===== src/sv/ahw_pkg.sv =====
`timescale 1ns / 1ps
`default_nettype none

package ahw_pkg;

    localparam int TIME_W = 32;
    localparam int HOLD_W = 16;
    localparam int HDR_W = 8;
    localparam int CFG_INDEX_W = 2;

    localparam logic [HOLD_W-1:0] ARM_HOLD_RESET = 16'd3500;
    localparam logic [HOLD_W-1:0] DISARM_HOLD_RESET = 16'd100;
    localparam logic [HOLD_W-1:0] HB_TIMEOUT_RESET = 16'd3100;

    localparam int HDR_ARM_BIT = 0;
    localparam int HDR_DISARM_BIT = 1;
    localparam int HDR_HB_BIT = 2;
    localparam int HDR_VALID_BIT = 7;

    typedef enum logic [CFG_INDEX_W-1:0] {
        CFG_ARM_HOLD = 2'd0,
        CFG_DISARM_HOLD = 2'd1,
        CFG_HB_TIMEOUT = 2'd2
    } cfg_index_t;

    typedef struct packed {
        logic [TIME_W-1:0] now_ms;
        logic [HDR_W-1:0]  header_byte;
    } in_item_t;

    typedef struct packed {
        logic output_enable;
        logic heartbeat_alive;
        logic armed;
    } out_item_t;

endpackage

`default_nettype wire


===== src/sv/arming_interlock_heartbeat_watchdog.sv =====
`timescale 1ns / 1ps
`default_nettype none

// An accepted input is held in the input register; its result is registered when the output register is free.
// Throughput: one item per cycle; a stalled result lets one more input in, then in_ready drops.
// The whole step is one pass of compares and 32-bit subtracts between those registers.
// Reset is asynchronous and active low: all state but the data registers clears, time of reset counts as zero,
// and the hold and timeout registers return to 3500, 100 and 3100 ms.

module arming_interlock_heartbeat_watchdog (
    input  wire logic                                  clk,
    input  wire logic                                  rst_n,
    input  wire logic                                  in_valid,
    output logic                                       in_ready,
    input  wire ahw_pkg::in_item_t                     in_data,
    output logic                                       out_valid,
    input  wire logic                                  out_ready,
    output ahw_pkg::out_item_t                         out_data,
    input  wire logic                                  cfg_valid,
    output logic                                       cfg_ready,
    input  wire logic [ahw_pkg::CFG_INDEX_W-1:0]       cfg_index,
    input  wire logic [ahw_pkg::HOLD_W-1:0]            cfg_data
);

    logic [ahw_pkg::HOLD_W-1:0] arm_hold_reg;
    logic [ahw_pkg::HOLD_W-1:0] disarm_hold_reg;
    logic [ahw_pkg::HOLD_W-1:0] hb_timeout_reg;

    logic              in_valid_reg;
    ahw_pkg::in_item_t in_item_reg;
    logic               out_valid_reg;
    ahw_pkg::out_item_t out_item_reg;

    logic                       arm_level_reg;
    logic                       disarm_level_reg;
    logic                       hb_level_reg;
    logic                       arm_prev_reg;
    logic                       disarm_prev_reg;
    logic [ahw_pkg::TIME_W-1:0] arm_press_reg;
    logic [ahw_pkg::TIME_W-1:0] disarm_press_reg;
    logic [ahw_pkg::TIME_W-1:0] last_hb_reg;
    logic                       expected_hb_reg;
    logic                       hb_ok_reg;
    logic                       arm_flag_reg;

    logic                       advance;
    logic                       arm_level_next;
    logic                       disarm_level_next;
    logic                       hb_level_next;
    logic [ahw_pkg::TIME_W-1:0] arm_press_next;
    logic [ahw_pkg::TIME_W-1:0] disarm_press_next;
    logic                       arm_fire;
    logic                       disarm_fire;
    logic [ahw_pkg::TIME_W-1:0] hb_age;
    logic                       hb_match;
    logic                       hb_ok_next;
    logic                       arm_flag_next;
    ahw_pkg::out_item_t         out_item_next;

    assign cfg_ready = 1'b1;
    assign advance = in_valid_reg && (!out_valid_reg || out_ready);
    assign in_ready = !in_valid_reg || advance;
    assign out_valid = out_valid_reg;
    assign out_data = out_item_reg;

    always_comb
    begin
        if (in_item_reg.header_byte[ahw_pkg::HDR_VALID_BIT])
        begin
            arm_level_next = in_item_reg.header_byte[ahw_pkg::HDR_ARM_BIT];
            disarm_level_next = in_item_reg.header_byte[ahw_pkg::HDR_DISARM_BIT];
            hb_level_next = in_item_reg.header_byte[ahw_pkg::HDR_HB_BIT];
        end
        else
        begin
            arm_level_next = arm_level_reg;
            disarm_level_next = disarm_level_reg;
            hb_level_next = hb_level_reg;
        end
    end

    ahw_hold u_arm_hold (
        .level           (arm_level_next),
        .prev_level      (arm_prev_reg),
        .press_time      (arm_press_reg),
        .now_ms          (in_item_reg.now_ms),
        .hold_ms         (arm_hold_reg),
        .press_time_next (arm_press_next),
        .fire            (arm_fire)
    );

    ahw_hold u_disarm_hold (
        .level           (disarm_level_next),
        .prev_level      (disarm_prev_reg),
        .press_time      (disarm_press_reg),
        .now_ms          (in_item_reg.now_ms),
        .hold_ms         (disarm_hold_reg),
        .press_time_next (disarm_press_next),
        .fire            (disarm_fire)
    );

    always_comb
    begin
        hb_age = in_item_reg.now_ms - last_hb_reg;
        hb_match = (hb_level_next == expected_hb_reg);
        if (hb_match)
        begin
            hb_ok_next = 1'b1;
        end
        else if (hb_age > {{(ahw_pkg::TIME_W - ahw_pkg::HOLD_W){1'b0}}, hb_timeout_reg})
        begin
            hb_ok_next = 1'b0;
        end
        else
        begin
            hb_ok_next = hb_ok_reg;
        end

        arm_flag_next = arm_flag_reg;
        if (arm_fire)
        begin
            arm_flag_next = 1'b1;
        end
        if (disarm_fire || !hb_ok_next)
        begin
            arm_flag_next = 1'b0;
        end

        out_item_next.output_enable = hb_ok_next && arm_flag_next;
        out_item_next.heartbeat_alive = hb_ok_next;
        out_item_next.armed = arm_flag_next;
    end

    always_ff @(posedge clk or negedge rst_n)
    begin
        if (!rst_n)
        begin
            arm_hold_reg <= ahw_pkg::ARM_HOLD_RESET;
            disarm_hold_reg <= ahw_pkg::DISARM_HOLD_RESET;
            hb_timeout_reg <= ahw_pkg::HB_TIMEOUT_RESET;
        end
        else if (cfg_valid)
        begin
            case (ahw_pkg::cfg_index_t'(cfg_index))
                ahw_pkg::CFG_ARM_HOLD:    arm_hold_reg <= cfg_data;
                ahw_pkg::CFG_DISARM_HOLD: disarm_hold_reg <= cfg_data;
                ahw_pkg::CFG_HB_TIMEOUT:  hb_timeout_reg <= cfg_data;
                default:
                begin
                end
            endcase
        end
    end

    always_ff @(posedge clk or negedge rst_n)
    begin
        if (!rst_n)
        begin
            in_valid_reg <= 1'b0;
            out_valid_reg <= 1'b0;
        end
        else
        begin
            if (in_ready)
            begin
                in_valid_reg <= in_valid;
            end
            if (advance)
            begin
                out_valid_reg <= 1'b1;
            end
            else if (out_ready)
            begin
                out_valid_reg <= 1'b0;
            end
        end
    end

    always_ff @(posedge clk)
    begin
        if (in_valid && in_ready)
        begin
            in_item_reg <= in_data;
        end
        if (advance)
        begin
            out_item_reg <= out_item_next;
        end
    end

    always_ff @(posedge clk or negedge rst_n)
    begin
        if (!rst_n)
        begin
            arm_level_reg <= 1'b0;
            disarm_level_reg <= 1'b0;
            hb_level_reg <= 1'b0;
            arm_prev_reg <= 1'b0;
            disarm_prev_reg <= 1'b0;
            arm_press_reg <= '0;
            disarm_press_reg <= '0;
            last_hb_reg <= '0;
            expected_hb_reg <= 1'b0;
            hb_ok_reg <= 1'b0;
            arm_flag_reg <= 1'b0;
        end
        else if (advance)
        begin
            arm_level_reg <= arm_level_next;
            disarm_level_reg <= disarm_level_next;
            hb_level_reg <= hb_level_next;
            arm_prev_reg <= arm_level_next;
            disarm_prev_reg <= disarm_level_next;
            arm_press_reg <= arm_press_next;
            disarm_press_reg <= disarm_press_next;
            if (hb_match)
            begin
                last_hb_reg <= in_item_reg.now_ms;
                expected_hb_reg <= !expected_hb_reg;
            end
            hb_ok_reg <= hb_ok_next;
            arm_flag_reg <= arm_flag_next;
        end
    end

    // The arming flag never survives a lost heartbeat.
    assert property (@(posedge clk) disable iff (!rst_n) !hb_ok_reg |-> !arm_flag_reg)
        else $error("arming flag set while heartbeat is lost");

    // A step always leaves a result waiting in the output register.
    assert property (@(posedge clk) disable iff (!rst_n) advance |=> out_valid_reg)
        else $error("step did not produce a result");

    // The offered result agrees with the state that produced it.
    assert property (@(posedge clk) disable iff (!rst_n)
        advance |=> (out_item_reg.armed == arm_flag_reg)
                    && (out_item_reg.heartbeat_alive == hb_ok_reg))
        else $error("result does not match updated state");

    // Output enable is exactly heartbeat alive and armed.
    assert property (@(posedge clk) disable iff (!rst_n)
        out_valid_reg |-> (out_item_reg.output_enable
                           == (out_item_reg.heartbeat_alive && out_item_reg.armed)))
        else $error("output enable inconsistent with its terms");

endmodule

`default_nettype wire


===== src/sv/ahw_hold.sv =====
`timescale 1ns / 1ps
`default_nettype none

module ahw_hold (
    input  wire logic                          level,
    input  wire logic                          prev_level,
    input  wire logic [ahw_pkg::TIME_W-1:0]    press_time,
    input  wire logic [ahw_pkg::TIME_W-1:0]    now_ms,
    input  wire logic [ahw_pkg::HOLD_W-1:0]    hold_ms,
    output logic [ahw_pkg::TIME_W-1:0]         press_time_next,
    output logic                               fire
);

    logic [ahw_pkg::TIME_W-1:0] held_ms;

    always_comb
    begin
        press_time_next = (!prev_level && level) ? now_ms : press_time;
        held_ms = now_ms - press_time_next;
        fire = level && (held_ms > {{(ahw_pkg::TIME_W - ahw_pkg::HOLD_W){1'b0}}, hold_ms});
    end

endmodule

`default_nettype wire

===== config.mk =====
export PLATFORM = sky130hd
export DESIGN_NAME = arming_interlock_heartbeat_watchdog
export DESIGN_NICKNAME = d
export VERILOG_FILES = /design/src/sv/ahw_pkg.sv /design/src/sv/arming_interlock_heartbeat_watchdog.sv /design/src/sv/ahw_hold.sv
export SDC_FILE = /design/constraint.sdc
export NUM_CORES = 1
export LEC_CHECK = 0
export BUFFER_PORTS_ARGS = -buffer_cell sky130_fd_sc_hd__clkbuf_2
export CELL_PAD_IN_SITES_DETAIL_PLACEMENT = 1
export CELL_PAD_IN_SITES_GLOBAL_PLACEMENT = 1
export CORE_ASPECT_RATIO = 1.5
export CORE_MARGIN = 2
export CORE_UTILIZATION = 48
export CTS_CLUSTER_SIZE = 25
export DETAILED_ROUTE_END_ITERATION = 8
export GPL_ROUTABILITY_DRIVEN = 1
export PLACE_DENSITY_LB_ADDON = 0.1
export SYNTH_ARGS = -nofsm -noshare
export SYNTH_HDL_FRONTEND = slang
export SYNTH_HIERARCHICAL = 1
export SYNTH_SLANG_ARGS = --single-unit

===== constraint.sdc =====
create_clock -name clk -period 7.3 [get_ports clk]
set_clock_uncertainty 0.1 [all_clocks]
set_input_delay 0 -clock clk [delete_from_list [all_inputs] [get_ports clk]]
set_output_delay 0 -clock clk [all_outputs]
set_load 0.005 [all_outputs]

==> metrics, run 1 <==
Avg Vias per Cell 5.92; hold_ws 0.0615 ns; final setup vio count 0; clock tree buffer depth 2; GR peak layer met2; hold path cells 4; ANT nets after route 0; Worst Hold Class primary input to flip-flop; core area 0.0326 mm²; total global-route track usage 0.299; Setup crit end kind flip-flop; total gr overflow 0; Net Sw Frac 0.486; Final Routed Wirelength 51,400 µm; setup TNS 0 ns; clock latency on the worst-skew pair 0.46 ns; first-pass GRT wire length 82,200 µm; mapped cell area 0.0159 mm²; FP Rows 81; Worst setup SP type flip-flop; Largest register FFs 36; met3 Usage GRT 0.0291; Num CTS Buffers 17; IO Pins 69; Starting Density 0.488; DRC 0; Slew Limit Fails 0; initial antenna violation count 0; GPL Wtd Cong 0.912; Period Utilization, post-route 0.851; Clock power frac 0.134; quantity of gates resized following cts 0; area grow syn2layout 11.4%; Cell Int Power 3870 µW; status finished clean; critical path class flip-flop to flip-flop; Async SR Flop Fraction 0.796; power per cell area 424 mW/mm²; critical path arrival 6.29 ns; Slew HR 0.193; Net Count, Synth 2,132; yosys warns 6; Die W 153 µm; Root Driver clkbuf_16; Period minus WS final 6.21 ns; vias in the first global route 15.7k; Max-Cap Viols 0; Worst-path clk slew 0.08 ns; PortBufs 63; Initial DRC Count 577; Worst VDD drop 0.000183 V; final core occ 0.544; Crit path required time 7.38 ns; Yosys reg bits 191; Unique masters post-synth 108; post-CTS setup buffers 0; critical path peak fanout 8; average wire per standard cell 21.0 µm; H-tree levels 4; unrepaired setup endpoints after global routing no; post-detail-place hpwl 39,500 µm; Final Hold Fails 0; top_reg_cell synth dfrtp_1; Psw 3660 µW; Least-Margin Pin Slew 1.21 ns; GR Util met1 0.336; Mapped Cells 1,947; Post-synth EDFFs 39; pin count of the biggest net entering global routing 95; Leak 0.00817 µW; Die H 227 µm; Initial DRT Pass Iterations 4; Global Route met2 Usage 0.571; die area 0.0347 mm²; Comb power frac 0.645; sequential fraction of the synthesis area 0.313; Max Freq 161 MHz; CTS tree done; Mean Syn Cell Area 8.18 µm²; routed vias 14.5k; Filler cells 3,984; Clock Sinks 191; power share of the sequential group 0.221; R2R cell count 27; final net count 2,205; layout cells sized above 1 0.115
cells in the mapped netlist (all sizes together), types with 18 or more instances:
library cell | number | area share
buf | 25 | 0.0079
mux2i | 45 | 0.028
mux2 | 57 | 0.040
nor2 | 87 | 0.021
inv | 167 | 0.039
xor2 | 18 | 0.0099
a21o | 47 | 0.022
a31oi | 22 | 0.0090
nand3 | 41 | 0.013
nand2 | 394 | 0.093
clkbuf | 53 | 0.012
dfrtp | 137 | 0.22
ha | 121 | 0.095
o21a | 25 | 0.012
nor3 | 35 | 0.011
nand4 | 27 | 0.011
maj3 | 18 | 0.012
nor2b | 24 | 0.010
a211oi | 19 | 0.010
o21ai | 124 | 0.039
edfxtp | 39 | 0.073
nand2b | 33 | 0.014
xnor2 | 52 | 0.029
a21oi | 120 | 0.039
power groups by stage:
stage	combinational [µW]	sequential (µW)	clock, µW
3_5_place_dp	4760	1680	0
3_3_place_gp	4570	1660	0
2_1_floorplan	3590	1600	0
6_report	4860	1660	1010
4_1_cts	4840	1660	1030
5_1_grt	5400	1710	1060
layer usage:
metal	up-vias	routed length, µm	share of wire
met2	222	27500	0.53
met3	105	927	0.018
met4	0	2160	0.042
li1	6982	-	-
met1	7189	20900	0.41
met5	-	0	0
worst max-delay path: stages, from the launching register on:
cell       delay [ns]
edfxtp_1         0.44
mux2_2           0.40
nand2b_1         0.26
nand2_1          0.09
o21ai_0          0.11
ha_1             0.31
inv_1            0.07
ha_1             0.23
a21oi_4          0.19
o22ai_4          0.13
a221o_1          0.39
nor2_1           0.32
a21oi_1          0.09
o32a_1           0.31
nand2_1          0.08
ha_1             0.24
and3_1           0.19
nand4_1          0.11
o21bai_1         0.12
a21oi_1          0.06
o22ai_1          0.37
o2111ai_1        0.17
nor3b_1          0.22
nand4_1          0.15
nor4_1           0.25
a41oi_1          0.23
nor2_1           0.22
nor3_1           0.08
final timing paths:
kind | start | endpoint | slack, ns
hold / removal | cfg_index[0] | arm_hold_reg[0]$_DFFE_PN0P_ | 0.06
max in group asynchronous | rst_n | disarm_press_reg[7]$_DFFE_PN0P_ | 5.60
setup / recovery | in_item_reg[7]$_DFFE_PP_ | out_data[0]$_DFFE_PP_ | 1.09
min in group asynchronous | rst_n | last_hb_reg[2]$_DFFE_PN0P_ | 0.09
hold reg to reg | disarm_press_reg[17]$_DFFE_PN0P_ | disarm_press_reg[17]$_DFFE_PN0P_ | 0.37
setup reg to reg | in_item_reg[7]$_DFFE_PP_ | out_data[0]$_DFFE_PP_ | 1.09
final cells by class:
class | instances | area, µm² | share of cell area
antenna | 1 | 2.50 | 0.000141
timing repair buffer | 132 | 980 | 0.0552
tap | 415 | 519 | 0.0293
sequential | 191 | 4990 | 0.281
inverter | 167 | 627 | 0.0353
clock buffer | 21 | 462 | 0.0260
multi-input combinational | 1511 | 10000 | 0.564
clock inverter | 11 | 155 | 0.00874
cells by family after synthesis:
group	Yosys count	synth area share
muxes	102	0.0686
buffers and inverters	245	0.0598
AOI/OAI and AO/OA	475	0.202
DFF	191	0.313
adders and majority gates	140	0.109
xor gates and xnor gates	70	0.0385
and+or+nand+nor	723	0.209
other	1	0.000235
through the flow:
| stage | power [µW] | worst slack, ns | area, µm² | cells |
|---|---|---|---|---|
| after CTS | 7530 | 1.16 | 17700 | 2448 |
| final | 7530 | 1.09 | 17800 | 2449 |
| after floorplan | 5180 | 1.30 | 15900 | 1947 |
| after global placement | 6230 | 1.27 | 16600 | 2360 |
| after global routing | 8170 | 0.710 | 17700 | 2448 |
| after detailed placement | 6450 | 1.14 | 16600 | 2360 |
what timing repair did:
| action | 4_1_cts | 5_1_grt |
|---|---|---|
| setup endpoints to repair | 0 | 0 |
| endpoints found under the hold margin | 169 | 0 |
| hold buffers | 56 | 0 |
cell usage in the layout, fill, tap and decap left out, types with 47 or more instances in the layout:
cell type      instances
inv_1                166
xnor2_1               52
ha_1                 121
mux2_2                55
dfrtp_1              137
dlygate4sd3_1         56
a21oi_1              115
nor2_1                85
o21ai_0              112
clkbuf_2              62
a21o_1                47
nand2_1              391
No activity file was read; power rests on OpenSTA's default activity.
==> inputs of run 2 (changes only) <==
- PLACE_DENSITY: not set -> 0.78
- PLACE_DENSITY_LB_ADDON: 0.1 -> not set
==> run 2 against run 1 <==
  * Core utilization barely moved
  * First-iteration DRC count rose by 16%
  * Fmax fell by 3.5%
  * Routed wire length rose by 3.4%
  * Register-to-register slack got worse by 0.23 ns
  * Critical path depth did not move
  * Non-clock buffer count rose by 5
  * Sequential power barely moved
  * Design area barely moved
  * Via count rose by 1.9%
  * Count of clock-buffer cells in the layout fell by 3
  * Largest cell class unchanged
==> metrics, run 2 (synthesized netlist as in run 1, its figures left out) <==
H-tree levels 4 (unchanged); Initial DRT Pass Iterations 5 (was 4); first-pass GRT wire length 84,400 µm (was 82,200 µm); CTS tree done (unchanged); Max Freq 155 MHz (was 161 MHz); clock tree buffer depth 2 (unchanged); Worst-path clk slew 0.08 ns (about the same); FP Rows 81 (unchanged); post-detail-place hpwl 39,400 µm (was 39,500 µm); total global-route track usage 0.308 (was 0.299); Num CTS Buffers 17 (unchanged); PortBufs 63 (unchanged); Worst VDD drop 0.000206 V (was 0.000183 V); final net count 2,210 (was 2,205); critical path class flip-flop to flip-flop (unchanged); area grow syn2layout 11.4% (about the same); Period minus WS final 6.44 ns (was 6.21 ns); power per cell area 424 mW/mm² (about the same); quantity of gates resized following cts 0 (unchanged); CTS hold repair buffers 59 (was 56); critical path peak fanout 8 (unchanged); Initial DRC Count 667 (was 577); die area 0.0347 mm² (unchanged); Avg Vias per Cell 6.02 (was 5.92); Final Routed Wirelength 53,200 µm (was 51,400 µm); flop-to-flop setup slack 0.86 ns (was 1.09 ns); total gr overflow 0 (unchanged); average wire per standard cell 21.7 µm (was 21.0 µm); Clock Sinks 191 (unchanged); initial antenna violation count 1 (was 0); Max-Cap Viols 0 (unchanged); final setup vio count 0 (unchanged); Worst setup SP type flip-flop (unchanged); routed vias 14.8k (was 14.5k); status finished clean (unchanged); Setup crit end kind flip-flop (unchanged); Final Hold Fails 0 (unchanged); Die W 153 µm (unchanged); Ant. Diodes 0 (was 1); Slew HR 0.241 (was 0.193); Period Utilization, post-route 0.882 (was 0.851); Die H 227 µm (unchanged); critical path arrival 6.50 ns (was 6.29 ns); core area 0.0326 mm² (unchanged); unrepaired setup endpoints after global routing no (unchanged); Slew Limit Fails 0 (unchanged); ANT nets after route 0 (unchanged); DRC 0 (unchanged); pin count of the biggest net entering global routing 81 (was 95); vias in the first global route 16.0k (was 15.7k); Filler cells 3,982 (was 3,984); Root Driver clkbuf_16 (unchanged); IO Pins 69 (unchanged); Starting Density 0.488 (unchanged); Least-Margin Pin Slew 1.14 ns (was 1.21 ns); Leak 0.00817 µW (about the same); clock latency on the worst-skew pair 0.46 ns (about the same); Worst Hold Class primary input to async pin (was primary input to flip-flop); most common cell after layout, fill and taps aside nand2_1 (unchanged); most frequent cells in the layout nand2_1 (391), inv_1 (166), dfrtp_1 (137) (unchanged); layout cells sized above 1 0.117 (was 0.115); Crit path required time 7.36 ns (was 7.38 ns); final core occ 0.544 (about the same); post-CTS setup buffers 0 (unchanged); GPL Wtd Cong 0.929 (was 0.912); setup TNS 0 ns (unchanged); Largest register FFs 36 (unchanged)
[run 2: cell count changes in the layout (fill, tap and decap cells not counted), sizes merged, moves of 2 or more]
cell         previous run  this run
clkbuf                 83        80
buf                    14        16
dlygate4sd3            56        59
inv                   169       174
bufinv                  3         0
[run 2: worst paths after layout]
kind,startpoint,depth (start not counted),to
max,in_item_reg[7]$_DFFE_PP_,27,out_data[2]$_DFFE_PP_
min,rst_n,2,arm_press_reg[2]$_DFFE_PN0P_
max reg2reg,in_item_reg[7]$_DFFE_PP_,27,out_data[2]$_DFFE_PP_
min reg2reg,disarm_press_reg[19]$_DFFE_PN0P_,2,disarm_press_reg[19]$_DFFE_PN0P_
max in group asynchronous,rst_n,3,last_hb_reg[20]$_DFFE_PN0P_
min in group clk,cfg_valid,3,arm_hold_reg[13]$_DFFE_PN0P_
[run 2: stage by stage]
stage | power [µW] | cells | instance area [µm²] | hold WS, ns | setup slack (ns)
global placement | 6240 | 2362 | 16600 | 0.00388 | 1.32
detailed placement | 6470 | 2362 | 16600 | 0.00216 | 1.13
CTS | 7470 | 2453 | 17700 | 0.0347 | 1.04
global route | 8120 | 2453 | 17700 | 0.0442 | 0.623
finish | 7530 | 2453 | 17700 | 0.0359 | 0.864
floorplan | 5180 | 1947 | 15900 | -0.396 | 1.30
[run 2: area by class of cell]
cell class                 count  area [µm²]  area share
inverter                     167         627      0.0353
tap                          415         519      0.0293
multi-input combinational   1511       10000       0.564
timing repair buffer         137        1020      0.0578
clock buffer                  18         439      0.0248
sequential                   191        4990       0.281
clock inverter                14         126     0.00712
[run 2: per-layer routing]
| layer | GRT usage | share of wire | vias to the layer above |
|---|---|---|---|
| met1 | 0.336 | 0.39 | 7368 |
| met3 | 0.0362 | 0.025 | 127 |
| met5 | 0 | 0 | - |
| met2 | 0.592 | 0.54 | 274 |
| met4 | 0.147 | 0.045 | 0 |
| li1 | - | - | 7000 |
[run 2: worst max-delay path, cell delays in order (launching register included)]
cell and delay, ns:
edfxtp_1 0.45, mux2_2 0.41, nand2b_1 0.26, nand2_1 0.09, o21ai_0 0.13, ha_1 0.33, inv_1 0.07, ha_1 0.23
a21oi_4 0.19, o22ai_4 0.14, a221o_1 0.38, nor2_1 0.34, a21oi_1 0.09, o32a_1 0.30, nand2_1 0.07, ha_1 0.23
and3_1 0.19, nand4_1 0.13, o21bai_1 0.17, a21oi_1 0.06, o22ai_1 0.35, o2111ai_1 0.17, nor3b_1 0.25, nand4_1 0.14
nor4_1 0.32, a41oi_1 0.24, nor2_1 0.22, nor3_1 0.08
[run 2: report_power, final]
part / total (µW) / leakage [µW] / internal, µW / switching [µW]
Sequential: 1660 / 0.00223 / 1420 / 244
Combinational: 4920 / 0.00567 / 1890 / 3030
Clock: 941 / 0.000272 / 459 / 482
Total: 7530 / 0.00817 / 3770 / 3760
==> inputs of run 3 (changes only) <==
- BUFFER_PORTS_ARGS: -buffer_cell sky130_fd_sc_hd__clkbuf_2 -> not set
- CORE_UTILIZATION: 48 -> 50
- DONT_BUFFER_PORTS: not set -> 1
- PLACE_DENSITY: 0.78 -> 0.79
==> run 3 against run 2 <==
  * Design area shrank 1.7%
  * Largest power group unchanged
  * Via count fell by 1.9%
  * Total power shrank 0.48%
  * Core utilization grew 0.76 points
  * Critical path type unchanged
  * Hold slack better by 0.0046 ns
==> metrics, run 3 (synthesized netlist as in run 1, its figures left out) <==
GPL Wtd Cong 0.908 (was 0.929); critical path arrival 6.45 ns (was 6.50 ns); R2R cell count 24 (was 27); Num CTS Buffers 17 (unchanged); most common cell after layout, fill and taps aside nand2_1 (unchanged); placed cells 2,290 (was 2,362); first-pass GRT wire length 79,700 µm (was 84,400 µm); final setup vio count 0 (unchanged); Worst-path clk slew 0.07 ns (was 0.08 ns); quantity of gates resized following cts 0 (unchanged); clock tree buffer depth 2 (unchanged); final net count 2,145 (was 2,210); Initial DRT Pass Iterations 5 (unchanged); Period Utilization, post-route 0.850 (was 0.882); Setup crit end kind flip-flop (unchanged); Final Routed Wirelength 50,800 µm (was 53,200 µm); Starting Density 0.504 (was 0.488); flop-to-flop setup slack 1.10 ns (was 0.86 ns); most frequent cells in the layout nand2_1 (391), inv_1 (166), dfrtp_1 (137) (unchanged); Least-Margin Pin Slew 1.16 ns (was 1.14 ns); post-detail-place hpwl 38,000 µm (was 39,400 µm); Period minus WS final 6.20 ns (was 6.44 ns); R2R Path Start in_item_reg[7]$_DFFE_PP_ (unchanged); Max Freq 161 MHz (was 155 MHz); total global-route track usage 0.306 (was 0.308); Slew HR 0.228 (was 0.241); CTS tree done (unchanged); total power 7490 µW (was 7530 µW); Cell Count, Final, Fillers Out 2,384 (was 2,453); critical path class flip-flop to flip-flop (unchanged); H-tree levels 4 (unchanged); Initial DRC Count 594 (was 667); Leak 0.00791 µW (was 0.00817 µW); Die W 150 µm (was 153 µm); DRC 0 (unchanged); initial antenna violation count 1 (unchanged); Clock Sinks 191 (unchanged); routed vias 14.5k (was 14.8k); Crit path required time 7.54 ns (was 7.36 ns); die area 0.0333 mm² (was 0.0347 mm²); clock latency on the worst-skew pair 0.45 ns (was 0.46 ns); setup TNS 0 ns (unchanged); Worst Setup EP arm_flag_reg$_DFFE_PN0P_ (was out_data[2]$_DFFE_PP_); Slew Limit Fails 0 (unchanged); ANT nets after route 0 (unchanged); vias in the first global route 15.4k (was 16.0k); average wire per standard cell 21.3 µm (was 21.7 µm); total gr overflow 0 (unchanged); unrepaired setup endpoints after global routing no (unchanged); status finished clean (unchanged); PortBufs 0 (was 63); Hold Crit Start out_ready; Avg Vias per Cell 6.08 (was 6.02); critical path peak fanout 7 (was 8); Largest register FFs 36 (unchanged); Worst Hold Class primary input to primary output (was primary input to async pin); Final Hold Fails 0 (unchanged); layout cells sized above 1 0.0836 (was 0.117); core area 0.0316 mm² (was 0.0326 mm²); IO Pins 69 (unchanged); CP Launch Point in_item_reg[7]$_DFFE_PP_ (unchanged); Max-Cap Viols 0 (unchanged); pin count of the biggest net entering global routing 153 (was 81); Worst VDD drop 0.000211 V (was 0.000206 V); Die H 223 µm (was 227 µm); Worst setup SP type flip-flop (unchanged); area grow syn2layout 9.45% (was 11.4%); FP Rows 80 (was 81); power per cell area 430 mW/mm² (was 424 mW/mm²); Root Driver clkbuf_16 (unchanged); RR Endpoint arm_flag_reg$_DFFE_PN0P_ (was out_data[2]$_DFFE_PP_)
run 3: cell count changes in the layout (fill, tap and decap cells not counted), moves of 2 or more:
cell / change
clkbuf_2: -62
clkinv_1: +5
buf_4: -4
bufinv_16: +3
inv_6: -3
inv_8: -3
clkbuf_1: +2
run 3: final cells by class:
| cell class | count | area (µm²) |
|---|---|---|
| timing repair buffer | 72 | 711 |
| clock buffer | 19 | 433 |
| sequential | 191 | 4990 |
| clock inverter | 13 | 146 |
| tap | 410 | 513 |
| inverter | 167 | 627 |
| multi-input combinational | 1511 | 10000 |
| fill | 3849 | 14200 |
| antenna | 1 | 2.50 |
run 3: power breakdown:
group / total, µW / switching [µW] / internal (µW)
logic: 4870 / 2990 / 1880
registers: 1660 / 243 / 1420
clock network: 961 / 427 / 534
total: 7490 / 3660 / 3830
run 3: worst max-delay path, cell delays in order (launching register included):
cell	delay, ns
edfxtp_1	0.46
mux2_2	0.38
nand2b_2	0.16
o21ai_0	0.29
ha_1	0.36
a2bb2oi_1	0.26
o22ai_1	0.14
o21ai_1	0.24
o21ai_0	0.24
o31ai_4	0.60
o21bai_1	0.11
a21oi_1	0.19
xnor2_1	0.16
ha_1	0.27
nand4_1	0.12
nor2_1	0.07
a221oi_1	0.37
o21a_1	0.22
o221ai_1	0.13
nor3_1	0.18
o2111ai_1	0.16
nor4_1	0.31
a21boi_1	0.17
a21o_1	0.19
a21oi_1	0.21
run 3: worst min-delay path by stage:
| stage | endpoint | slack (ns) | cells after the start |
|---|---|---|---|
| floorplan | arm_flag_reg$_DFFE_PN0P_ | -0.40 | 0 |
| global placement | last_hb_reg[3]$_DFFE_PN0P_ | -0.39 | 0 |
| detailed placement | last_hb_reg[2]$_DFFE_PN0P_ | -0.39 | 0 |
| CTS | in_ready | 0.04 | 1 |
| global route | in_ready | 0.07 | 1 |
| finish | in_ready | 0.04 | 1 |
run 3: per-stage QoR:
step	util	hold slack (ns)	worst slack (ns)	instance area (µm²)
after CTS	0.551	0.0376	1.19	17400
after detailed placement	0.513	-0.391	1.25	16200
after global routing	0.551	0.0655	0.672	17400
final	0.551	0.0404	1.10	17400
after floorplan	-	-0.396	1.30	15900
after global placement	0.513	-0.392	1.35	16200
run 3: what timing repair did:
item	4_1_cts	5_1_grt
setup endpoints to repair	0	0
hold buffers	61	0
endpoints found under the hold margin	238	0
setup buffers	0	0
run 3: per-layer routing:
metal / global-route usage / routed length, µm / vias to the layer above
met5: 0 / 0 / -
met4: 0.146 / 2330 / 0
met2: 0.566 / 26700 / 304
met1: 0.348 / 20400 / 7207
li1: - / - / 6857
met3: 0.0312 / 1420 / 122
